**config.mk**
```make
export PLATFORM = sky130hd
export DESIGN_NAME = token_bucket_reserve_unit
export DESIGN_NICKNAME = d
export VERILOG_FILES = /design/src/hw/rtl/tbr_pkg.sv /design/src/hw/rtl/token_bucket_reserve_unit.sv
export SDC_FILE = /design/constraint.sdc
export NUM_CORES = 2
export LEC_CHECK = 0
export BUFFER_PORTS_ARGS = -buffer_cell sky130_fd_sc_hd__buf_2
export CORE_ASPECT_RATIO = 1.75
export CORE_MARGIN = 8
export CORE_UTILIZATION = 60
export CTS_CLUSTER_SIZE = 20
export DETAILED_ROUTE_END_ITERATION = 10
export GPL_ROUTABILITY_DRIVEN = 1
export PLACE_DENSITY = 0.75
export SLEW_MARGIN = 20
export SYNTH_ARGS = -nofsm -noshare
export SYNTH_HDL_FRONTEND = slang
export SYNTH_SLANG_ARGS = --single-unit
```
**constraint.sdc**
```tcl
create_clock -name clk -period 11.82 [get_ports clk]
set_clock_uncertainty 0.15 [all_clocks]
set_input_delay 0.591 -clock clk [delete_from_list [all_inputs] [get_ports clk]]
set_output_delay 0.591 -clock clk [all_outputs]
set_load 0.05 [all_outputs]
```
**src/hw/rtl/tbr_pkg.sv**
```systemverilog
// ----------------------------------------------------------------------------
// tbr_pkg: shared types and constants of the token bucket reserve unit
// Field widths, saturation limits and register indexes of the config port.
// ----------------------------------------------------------------------------
`default_nettype none

package tbr_pkg;

	localparam int CNT_W    = 16;
	localparam int BURST_W  = 16;
	localparam int WAIT_W   = 40;
	localparam int BAL_W    = 41;
	localparam int PADDR_W  = 3;
	localparam int PDATA_W  = 32;
	localparam int REG_IDX_W = 1;

	typedef logic [REG_IDX_W-1:0] reg_idx_t;

	localparam reg_idx_t REG_INTERVAL = 1'b0;
	localparam reg_idx_t REG_BURST    = 1'b1;

	localparam logic [BURST_W-1:0] BURST_RESET = 16'd1;

	localparam logic signed [BAL_W-1:0] BAL_MAX = {1'b0, {(BAL_W-1){1'b1}}};
	localparam logic signed [BAL_W-1:0] BAL_MIN = {1'b1, {(BAL_W-1){1'b0}}};
	localparam logic [WAIT_W-1:0]       WAIT_MAX = {WAIT_W{1'b1}};

endpackage

`default_nettype wire

```
**src/hw/rtl/token_bucket_reserve_unit.sv**
```systemverilog
// ----------------------------------------------------------------------------
// token_bucket_reserve_unit: token bucket rate limiter with reservations
// Refills one scaled unit per elapsed microsecond up to burst times interval,
// grants requests up to burst and reports the wait and the scaled balance.
// ----------------------------------------------------------------------------
//
//  channel   handshake              payload
//  -------   ---------------------  ---------------------------------------
//  request   req_valid / req_ready  now_time, request_count
//  response  rsp_valid / rsp_ready  granted, wait_us, balance_scaled
//  config    apb psel/penable       paddr, pwdata, prdata (pready tied high)
//
//  one transaction per cycle while the response is not stalled; a request
//  is registered in stage 1 and then in stage 2, whose valid is rsp_valid
//  (stage 1 holds the count times interval product, stage 2
//  the refill, subtract and saturate against the bucket state)
//  the capacity product burst times interval is registered in cap_q from
//  the burst and interval registers after a config write
//  reset clears the bucket level and the last grant time, interval 0, burst 1
//  a stalled response holds stage 2 and stage 1; req_ready falls only when
//  both are full and rsp_ready is low
//
`default_nettype none

module token_bucket_reserve_unit #(
	parameter int TIME_BITS     = 48,
	parameter int INTERVAL_BITS = 24
) (
	input  wire                               clk,
	input  wire                               arst_n,

	input  wire                               req_valid,
	output logic                              req_ready,
	input  wire  [TIME_BITS-1:0]              now_time,
	input  wire  [tbr_pkg::CNT_W-1:0]         request_count,

	output logic                              rsp_valid,
	input  wire                               rsp_ready,
	output logic                              granted,
	output logic [tbr_pkg::WAIT_W-1:0]        wait_us,
	output logic signed [tbr_pkg::BAL_W-1:0]  balance_scaled,

	input  wire                               psel,
	input  wire                               penable,
	input  wire                               pwrite,
	input  wire  [tbr_pkg::PADDR_W-1:0]       paddr,
	input  wire  [tbr_pkg::PDATA_W-1:0]       pwdata,
	output logic [tbr_pkg::PDATA_W-1:0]       prdata,
	output logic                              pready
);

	import tbr_pkg::*;

	localparam int PROD_W = CNT_W + INTERVAL_BITS;
	localparam int CAP_W  = BURST_W + INTERVAL_BITS;
	localparam int CW     = CAP_W + BAL_W;
	localparam int GW     = BAL_W + 1;
	localparam int EW     = (TIME_BITS > GW) ? TIME_BITS : GW;
	localparam int DW     = ((PROD_W > GW) ? PROD_W : GW) + 2;

	// configuration
	logic [INTERVAL_BITS-1:0]  interval_q;
	logic [BURST_W-1:0]        burst_q;
	logic signed [BAL_W-1:0]   cap_q;
	logic [CAP_W-1:0]          cap_full;
	logic                      cfg_wr;
	reg_idx_t                  reg_idx;

	// bucket state
	logic signed [BAL_W-1:0]   level_q;
	logic [TIME_BITS-1:0]      last_time_q;

	// stage 1
	logic                      valid_s1;
	logic [TIME_BITS-1:0]      now_s1;
	logic [CNT_W-1:0]          cnt_s1;
	logic [PROD_W-1:0]         prod_s1;
	logic                      fits_s1;
	logic                      unlim_s1;

	// stage 2 (response register)
	logic                      valid_s2;
	logic                      granted_s2;
	logic [WAIT_W-1:0]         wait_s2;
	logic signed [BAL_W-1:0]   bal_s2;

	logic                      adv_s2;
	logic                      adv_s1;
	logic                      take_grant;

	logic [TIME_BITS-1:0]      elapsed;
	logic [EW-1:0]             elapsed_ext;
	logic signed [GW-1:0]      gap;
	logic signed [GW-1:0]      level_ref;
	logic signed [DW-1:0]      diff;
	logic signed [BAL_W-1:0]   bal_sat;
	logic signed [GW-1:0]      deficit;
	logic [WAIT_W-1:0]         wait_calc;
	logic                      grant_calc;
	logic signed [BAL_W-1:0]   bal_out;

	// ---------------------------------------------------------------- config
	assign pready  = 1'b1;
	assign reg_idx = paddr[PADDR_W-1 -: REG_IDX_W];
	assign cfg_wr  = psel && penable && pwrite && pready;

	always_ff @(posedge clk or negedge arst_n) begin
		if (!arst_n) begin
			interval_q <= '0;
			burst_q    <= BURST_RESET;
		end else if (cfg_wr) begin
			unique case (reg_idx)
				REG_INTERVAL: interval_q <= pwdata[INTERVAL_BITS-1:0];
				REG_BURST:    burst_q    <= pwdata[BURST_W-1:0];
			endcase
		end
	end

	always_comb begin
		unique case (reg_idx)
			REG_INTERVAL: prdata = PDATA_W'(interval_q);
			REG_BURST:    prdata = PDATA_W'(burst_q);
		endcase
	end

	// capacity in scaled units, saturated to the balance range
	assign cap_full = CAP_W'(burst_q) * CAP_W'(interval_q);

	always_ff @(posedge clk or negedge arst_n) begin
		if (!arst_n) begin
			cap_q <= '0;
		end else if (CW'(cap_full) > CW'(unsigned'(BAL_MAX))) begin
			cap_q <= BAL_MAX;
		end else begin
			cap_q <= signed'(BAL_W'(cap_full));
		end
	end

	// ---------------------------------------------------------------- flow
	assign adv_s2     = valid_s1 && (!valid_s2 || rsp_ready);
	assign adv_s1     = req_valid && req_ready;
	assign req_ready  = !valid_s1 || adv_s2;
	assign take_grant = adv_s2 && !unlim_s1 && fits_s1;

	always_ff @(posedge clk or negedge arst_n) begin
		if (!arst_n) begin
			valid_s1 <= 1'b0;
		end else if (adv_s1) begin
			valid_s1 <= 1'b1;
		end else if (adv_s2) begin
			valid_s1 <= 1'b0;
		end
	end

	always_ff @(posedge clk) begin
		if (adv_s1) begin
			now_s1   <= now_time;
			cnt_s1   <= request_count;
			prod_s1  <= PROD_W'(request_count) * PROD_W'(interval_q);
			fits_s1  <= request_count <= burst_q;
			unlim_s1 <= interval_q == '0;
		end
	end

	// ---------------------------------------------------------------- refill
	assign elapsed     = (now_s1 > last_time_q) ? now_s1 - last_time_q : '0;
	assign elapsed_ext = EW'(elapsed);
	assign gap         = GW'(cap_q) - GW'(level_q);

	always_comb begin
		if (level_q >= cap_q) begin
			level_ref = GW'(cap_q);
		end else if (elapsed_ext >= EW'(unsigned'(gap))) begin
			level_ref = GW'(cap_q);
		end else begin
			// below the gap, so the elapsed time fits the positive range
			level_ref = GW'(level_q) + signed'({1'b0, elapsed_ext[GW-2:0]});
		end
	end

	assign diff = DW'(level_ref) - signed'(DW'(prod_s1));

	always_comb begin
		if (diff > DW'(BAL_MAX)) begin
			bal_sat = BAL_MAX;
		end else if (diff < DW'(BAL_MIN)) begin
			bal_sat = BAL_MIN;
		end else begin
			bal_sat = diff[BAL_W-1:0];
		end
	end

	assign deficit = -GW'(bal_sat);

	always_comb begin
		wait_calc = '0;
		if (fits_s1 && bal_sat < 0) begin
			if (GW'(unsigned'(deficit)) > GW'(WAIT_MAX)) begin
				wait_calc = WAIT_MAX;
			end else begin
				wait_calc = deficit[WAIT_W-1:0];
			end
		end
	end

	// unlimited rate passes the count through untouched
	assign grant_calc = unlim_s1 || fits_s1;
	assign bal_out    = unlim_s1 ? signed'(BAL_W'(cnt_s1)) : bal_sat;

	always_ff @(posedge clk or negedge arst_n) begin
		if (!arst_n) begin
			level_q     <= '0;
			last_time_q <= '0;
		end else if (take_grant) begin
			level_q     <= bal_sat;
			last_time_q <= now_s1;
		end
	end

	// ---------------------------------------------------------------- response
	always_ff @(posedge clk or negedge arst_n) begin
		if (!arst_n) begin
			valid_s2 <= 1'b0;
		end else if (adv_s2) begin
			valid_s2 <= 1'b1;
		end else if (rsp_ready) begin
			valid_s2 <= 1'b0;
		end
	end

	always_ff @(posedge clk) begin
		if (adv_s2) begin
			granted_s2 <= grant_calc;
			wait_s2    <= unlim_s1 ? '0 : wait_calc;
			bal_s2     <= bal_out;
		end
	end

	assign rsp_valid      = valid_s2;
	assign granted        = granted_s2;
	assign wait_us        = wait_s2;
	assign balance_scaled = bal_s2;

	// ---------------------------------------------------------------- checks
	a_refused_no_wait: assert property (@(posedge clk) disable iff (!arst_n)
		valid_s2 && !granted_s2 |-> wait_s2 == '0)
		else $error("refused transaction reports a wait");

	a_wait_needs_deficit: assert property (@(posedge clk) disable iff (!arst_n)
		valid_s2 && wait_s2 != '0 |-> bal_s2 < 0)
		else $error("wait reported without a negative balance");

	a_state_only_on_grant: assert property (@(posedge clk) disable iff (!arst_n)
		!take_grant |=> $stable(last_time_q) && $stable(level_q))
		else $error("bucket state changed without a grant");

	a_accept_fills_s1: assert property (@(posedge clk) disable iff (!arst_n)
		adv_s1 |=> valid_s1)
		else $error("accepted transaction lost before stage 1");

endmodule

`default_nettype wire
```
# Word level (Yosys, flattened, before mapping)
# Cells that the tools add are included.
classes:
  n_mul: 2
  n_lt_le_gt_ge: 8
  muxes: 12
  add_sub_neg: 5
  n_reduce_logical: 19
  bitwise: 2
op_table:
  columns: ["op", "n"]
  rows:
  - ["2-to-1 mux 42 bit", 2]
  - ["2-to-1 mux 41 bit", 2]
  - ["multiplier 16 x 24 -> 40 bit", 2]
  - ["one-hot mux 32 bit (2 select lines)", 1]
  - ["greater-or-equal comparator 48 x 42 -> 1 bit", 1]
  - ["> comparator 48 bit", 1]
  - ["2-to-1 mux 48 bit", 1]
  - ["subtractor 48 bit", 1]
  - ["> comparator 43 x 41 -> 1 bit, second input constant", 1]
  - ["less-than comparator 43 x 41 -> 1 bit, second input constant", 1]
  - ["subtractor 42 x 41 -> 43 bit", 1]
  - ["adder 41 x 42 -> 42 bit", 1]
  - ["> comparator 42 x 40 -> 1 bit, second input constant", 1]
  - ["negator 41 -> 42 bit", 1]
  - ["subtractor 41 x 41 -> 42 bit", 1]
  - ["greater-or-equal comparator 41 bit", 1]
  - ["less-than comparator 41 x 1 -> 1 bit, second input constant", 1]
  - ["2-to-1 mux 40 bit", 1]
  - ["logical NOT 24 bit", 1]
  - ["less-or-equal comparator 16 bit", 1]
  - ["2-to-1 mux 16 bit", 1]
  - ["logical AND 1 bit", 7]
  - ["2-to-1 mux 1 bit", 4]
  - ["AND reduction 2 bit", 2]
  - ["5 further kinds", 11]
totals:
  wordCells: 64
  inputBits: 106
  ff_bits: 359
  output_inout_bits: 117

# Longest topological paths before layout
depth:
  word_depth: 13
  ltp_mapped: 53
  mapped_depth_nobuf: 48

# Worst setup path before layout
# No wires, ideal clock.
synth_path:
  path_type: "reg2reg"
  from: "register now_s1[0]"
  to: "register wait_s2[36] (netlist: wait_us[36]) (data pin)"
  synth_period_minus_slack_ns: 10.247
  path_stages_with_launch: 50
  required_ns: 11.398
  setup_slack_ns: 1.573
  arrival_ns: 9.824
  path_buffers: 5
  setup_ns: 0.272
  cell_sequence: "edfxtp_1 inv_1 ha_1 inv_1 fa_1 a211oi_1 o21ai_0 o31ai_1 o211ai_1 o31ai_1 o21ba_2 o21ai_0 o21ai_1 clkbuf_1 nor2_1 ha_1 a21o_1 a21o_1 (+14 left out) or3_4 o211ai_2 o311ai_1 a21oi_1 a31oi_1 o31ai_1 o22ai_1 o31a_1 a2111o_1 nand3_1 clkbuf_1 o21ai_0 inv_1 ha_1 clkbuf_1 o211ai_1 xor2_1 o21ai_2"
synth_between:
  elab_chain_len: 13
  elab_cells_between_ends: 19
  classes_between: "4 x add/sub; 6 x order compare; 6 x mux; 1 x bitwise; 2 x reduce/logical"
synth_lines:
  columns: ["element", "line_no", "rtl"]
  rows:
  - ["start: declaration", "token_bucket_reserve_unit.sv:75", "logic [TIME_BITS-1:0] now_s1;"]
  - ["start signal: assignment", "token_bucket_reserve_unit.sv:157", "now_s1 <= now_time;"]
  - ["subtractor 48 bit or > comparator 48 bit (tied branches)", "token_bucket_reserve_unit.sv:166", "assign elapsed = (now_s1 > last_time_q) ? now_s1 - last_time_q : '0;"]
  - ["2-to-1 mux 48 bit *", "token_bucket_reserve_unit.sv:166", null]
  - ["adder 41 x 42 -> 42 bit or greater-or-equal comparator 48 x 42 -> 1 bit (tied branches)", "token_bucket_reserve_unit.sv:177, token_bucket_reserve_unit.sv:173", null]
  - ["2-to-1 mux 42 bit *", "token_bucket_reserve_unit.sv:173", "end else if (elapsed_ext >= EW'(unsigned'(gap))) begin"]
  - ["2-to-1 mux 42 bit *", "token_bucket_reserve_unit.sv:171", "if (level_q >= cap_q) begin"]
  - ["subtractor 42 x 41 -> 43 bit *", "token_bucket_reserve_unit.sv:181", "assign diff = DW'(level_ref) - signed'(DW'(prod_s1));"]
  - ["less-than comparator 43 x 41 -> 1 bit", "token_bucket_reserve_unit.sv:186", "end else if (diff < DW'(BAL_MIN)) begin"]
  - ["2-to-1 mux 41 bit", "token_bucket_reserve_unit.sv:186", null]
  - ["2-to-1 mux 41 bit *", "token_bucket_reserve_unit.sv:184", "if (diff > DW'(BAL_MAX)) begin"]
  - ["net bal_sat[0]", "token_bucket_reserve_unit.sv:96", "logic signed [BAL_W-1:0] bal_sat;"]
  - ["parallel branches: the longest is 4 deep, another holds negator 41 -> 42 bit", null, null]
  - ["end signal: assignment", "token_bucket_reserve_unit.sv:234", "wait_s2 <= unlim_s1 ? '0 : wait_calc;"]
  - ["end: declaration", "token_bucket_reserve_unit.sv:84", "logic [WAIT_W-1:0] wait_s2;"]
# Mark *: on every way through the listed nets, which the timed path passes.
# A chain may end at the register's enable or synchronous reset.

# Worst setup path in the final report
layout_path:
  from: "register now_s1[0]"
  to: "register wait_s2[2] (netlist: wait_us[2]) (data pin)"
layout_between:
  elab_chain_len: 13
  elab_cells_between_ends: 19
  classes_between: "4 x add/sub; 6 x order compare; 6 x mux; 1 x bitwise; 2 x reduce/logical"
layout_lines:
  columns: ["element", "line_no"]
  rows:
  - ["subtractor 48 bit or > comparator 48 bit (tied branches)", "token_bucket_reserve_unit.sv:166"]
  - ["2-to-1 mux 48 bit *", "token_bucket_reserve_unit.sv:166"]
  - ["adder 41 x 42 -> 42 bit or greater-or-equal comparator 48 x 42 -> 1 bit (tied branches)", "token_bucket_reserve_unit.sv:177, token_bucket_reserve_unit.sv:173"]
  - ["2-to-1 mux 42 bit *", "token_bucket_reserve_unit.sv:173"]
  - ["2-to-1 mux 42 bit *", "token_bucket_reserve_unit.sv:171"]
  - ["subtractor 42 x 41 -> 43 bit *", "token_bucket_reserve_unit.sv:181"]
  - ["less-than comparator 43 x 41 -> 1 bit", "token_bucket_reserve_unit.sv:186"]
  - ["2-to-1 mux 41 bit", "token_bucket_reserve_unit.sv:186"]
  - ["2-to-1 mux 41 bit *", "token_bucket_reserve_unit.sv:184"]
  - ["parallel branches: the longest is 4 deep, another holds negator 41 -> 42 bit", null]
# Mark *: on every way between the ends.

==> metrics.md <==
| Metric | Value |
|---|---|
| Worst hold slack | between 20 and 30 ps |
| WS Path Type | reg -> reg |
| Top cell by count, worst path | buf_4 |
| Post-layout util | 0.6594 |
| # nets final | about 6800 |
| Max-slew violations | 0 |
| Startpoint Class | flip-flop |
| Boundary Pins | 223 |
| Share of the synthesized area in the top cell type | 0.2513 |
| Setup violators final | 0 |
| Final Hold Vio Count | 0 |
| Synth Area in XOR/XNOR | 0.04156 |
| Worst Hold Class | in -> reg |
| Clk root buf | clkbuf_16 |
| DR vias/cell | ~5.9 |
| Crit path max-delay cell type | or4b_1 |
| Pre-CTS WS | between 200 and 300 ps |
| Ys async rst share | 0.4763 |
| Post-synthesis mux area share | 0.03073 |
| WP data arrival | roughly 12000 ps |
| ANT nets after route | 0 |
| Highest net fanout along the worst path | 49 |
| Die footprint | between 90000 and 100000 µm² |
| Syn Area/Cell | ~9.0 µm² |
| Die width | around 230 µm |
| Drt first pass iters | 6 |
| Worst setup EP type | flip-flop |
| CTS buffer count | 39 |
| CP Data Required Time | 12100 ps |
| Yosys warns | 0 |
| Antenna violations before repair | 11 |
| Max-Slew Margin vs Limit | 0.2219 |
| EDFF count, synth | around 190 |
| Num Clock Sinks | between 300 and 400 |
| Worst path bufs/invs | 12 |
| MaxCap Viol Count | 0 |
| Die height | 394.3 µm |
| Mapped Cells | around 5400 |
| DRT iter0 DRCs | roughly 2500 |
| Post-Synth Simple-Gate Area | 0.1592 |
| Share of cells above drive strength 1 | 0.1250 |
| Period utilization | 0.9583 |
| Status | completed |
| Layout area overhead | 9.621% |
| Buffers on Ports | 203 |
| Core area | 81570 µm² |
| Synth Register Bits | 359 |
| Clk buf depth | 3 |
| Worst-path clk slew | 70 ps |
| Crit-path leading delay family | compound AO/OA/AOI/OAI gates |
| Post-DP HPWL | roughly 110000 µm |
| Routed wire length | approximately 140000 µm |
| CTS tree | yes |
| Initial Util | 0.6016 |
| Post-synth top area cell | fa_1 |
| Routability Congestion | 0.9903 |
| # fillers | slightly below 7000 |
| DRC | 0 |
| Total number of vias | ~40000 |
| Sequential share of the synthesized area | 0.2023 |
| CP peak stage delay | 680 ps |
| Final WS setup | about 490 ps |
| Postcts setup bufs | 0 |
| Compound-Gate Fraction of Synth Area | 0.1143 |
| Main combinational cell family by area after synthesis | adder cells |
| Adder-cell share of the synthesized area | 0.3668 |
| Total GRT Usage | 0.3101 |
| Total gr overflow | 0 |
| Slew @ Worst Pin | roughly 1200 ps |
| Pin count of the biggest net entering global routing | between 70 and 80 |
| Top_reg_cell synth | edfxtp_1 |
| Most instantiated library cell after synthesis | inv_1 |
| Final min period | between 10000 and 15000 ps |
| Synth cell count leaders | inv_1 (819), nand2_1 (779), fa_1 (616) |
| Peak Freq | just under 0.09 GHz |
| Vias in the first global route | between 40000 and 50000 |
| First-pass GRT wire length | around 220000 µm |
| Synthesized cell area | 49070 µm² |
| Synth top area cells | fa_1 (25%), ha_1 (12%), edfxtp_1 (12%) |
| Cell Rows | about 140 |
| Cell variety after synth | 93 |
| H-Tree Depth | 2 |
| Worst-skew pair later-pin latency | ~600 ps |
| Routed wire length per instance | about 21 µm |
-- per-stage QoR --
stage / instances / cell area, µm² / setup TNS [ps]
after detailed placement: 6673 / 52350 / 0
after CTS: 6745 / 53730 / 0
after global placement: 6673 / 52350 / 0
final: 6753 / 53790 / 0
after global routing: 6748 / 53780 / -6.274
after floorplan: 5442 / 49090 / 0
-- cells in the final DEF, fill, tap and decap left out, drive strengths merged, types with 9 or more instances in the layout --
master and n:
clkinv 9, o211ai 20, o21a 42, nand4 47, o21ai 236, edfxtp 188
nor3 57, mux2 125, fa 616, clkbuf 50, nor4 16, nand2 779
nand3b 9, nand2b 37, a31oi 28, a21oi 250, dfrtp 170, o21bai 34
nor2b 62, and2 242, a211oi 23, nor2 246, o31ai 12, ha 453
inv 826, a211o 11, nand3 67, or3 25, or2 19, xor2 90
conb 9, a22oi 9, a21boi 9, o31a 13, buf 446, xnor2 142
and3 29, a21o 113, mux2i 10
-- what timing repair did --
item / CTS / global route
hold endpoints to repair: 66 / 0
hold buffers: 1 / 0
setup endpoints to repair: 0 / 46
resized for setup: 0 / 12
-- flip-flops by register name, summed over array words and instances (netlist names) --
name,flops
level_q,41
cnt_s1,16
granted,1
last_time_q,48
prod_s1,40
fits_s1,1
valid_s1,1
unlim_s1,1
now_s1,48
cap_q,40
balance_scaled,41
wait_us,40
burst_q,16
interval_q,24
rsp_valid,1
-- worst paths after layout --
| path | slack (ps) | from | end | depth (start not counted) |
|---|---|---|---|---|
| worst max-delay path | 490 | now_s1[0] | wait_us[2] | 49 |
| worst min-delay path | 30 | now_time[35] | now_s1[35] | 1 |
| worst max register to register | 490 | now_s1[0] | wait_us[2] | 49 |
| worst min register to register | 350 | last_time_q[46] | last_time_q[46] | 1 |
| max in group asynchronous | 9750 | arst_n | last_time_q[43] | 3 |
| min in group asynchronous | 440 | arst_n | cap_q[3] | 2 |
-- worst register-to-register path, delay by kind of cell, from the launching register on --
family	cells	cell delay, ps
AO/OA/AOI/OAI	20	4010
AND/OR/NAND/NOR	10	2930
buffers and inverters	12	1840
adder cells (fa/ha/maj)	5	1510
flip-flops	1	350
multiplexers	1	230
XOR/XNOR	1	150
-- routing by layer --
metal  track usage  up-vias  part of all wire
li1              -    18100                 -
met1        0.3254    19640              0.35
met2        0.5742     1480              0.52
met3       0.04248      533             0.057
met4        0.1895        8             0.070
met5             0        -           0.00034
-- final cells by class --
class	count	area, µm²	area share
flip-flops and latches	359	9935	0.1847
clock buffers	49	1076	0.02000
well taps	1057	1323	0.02459
diodes	8	20.02	0.0003722
inverters	819	3074	0.05715
clock inverters	22	291.5	0.005420
multi-input cells	3991	35060	0.6518
repair buffers	448	3008	0.05592
-- cell families (layout without fill, tap and decap cells) --
family / Yosys count / count (layout)
mux: 135 / 135
simple gates: 1663 / 1663
flops: 359 / 359
compound gates: 883 / 883
buf+inv: 1092 / 1338
fa+ha+maj: 1069 / 1069
xor+xnor: 232 / 232
other cells: 2 / 17
Power is not shown: default switching activity piles up to over one toggle a cycle in this logic, so the estimate is an artifact.
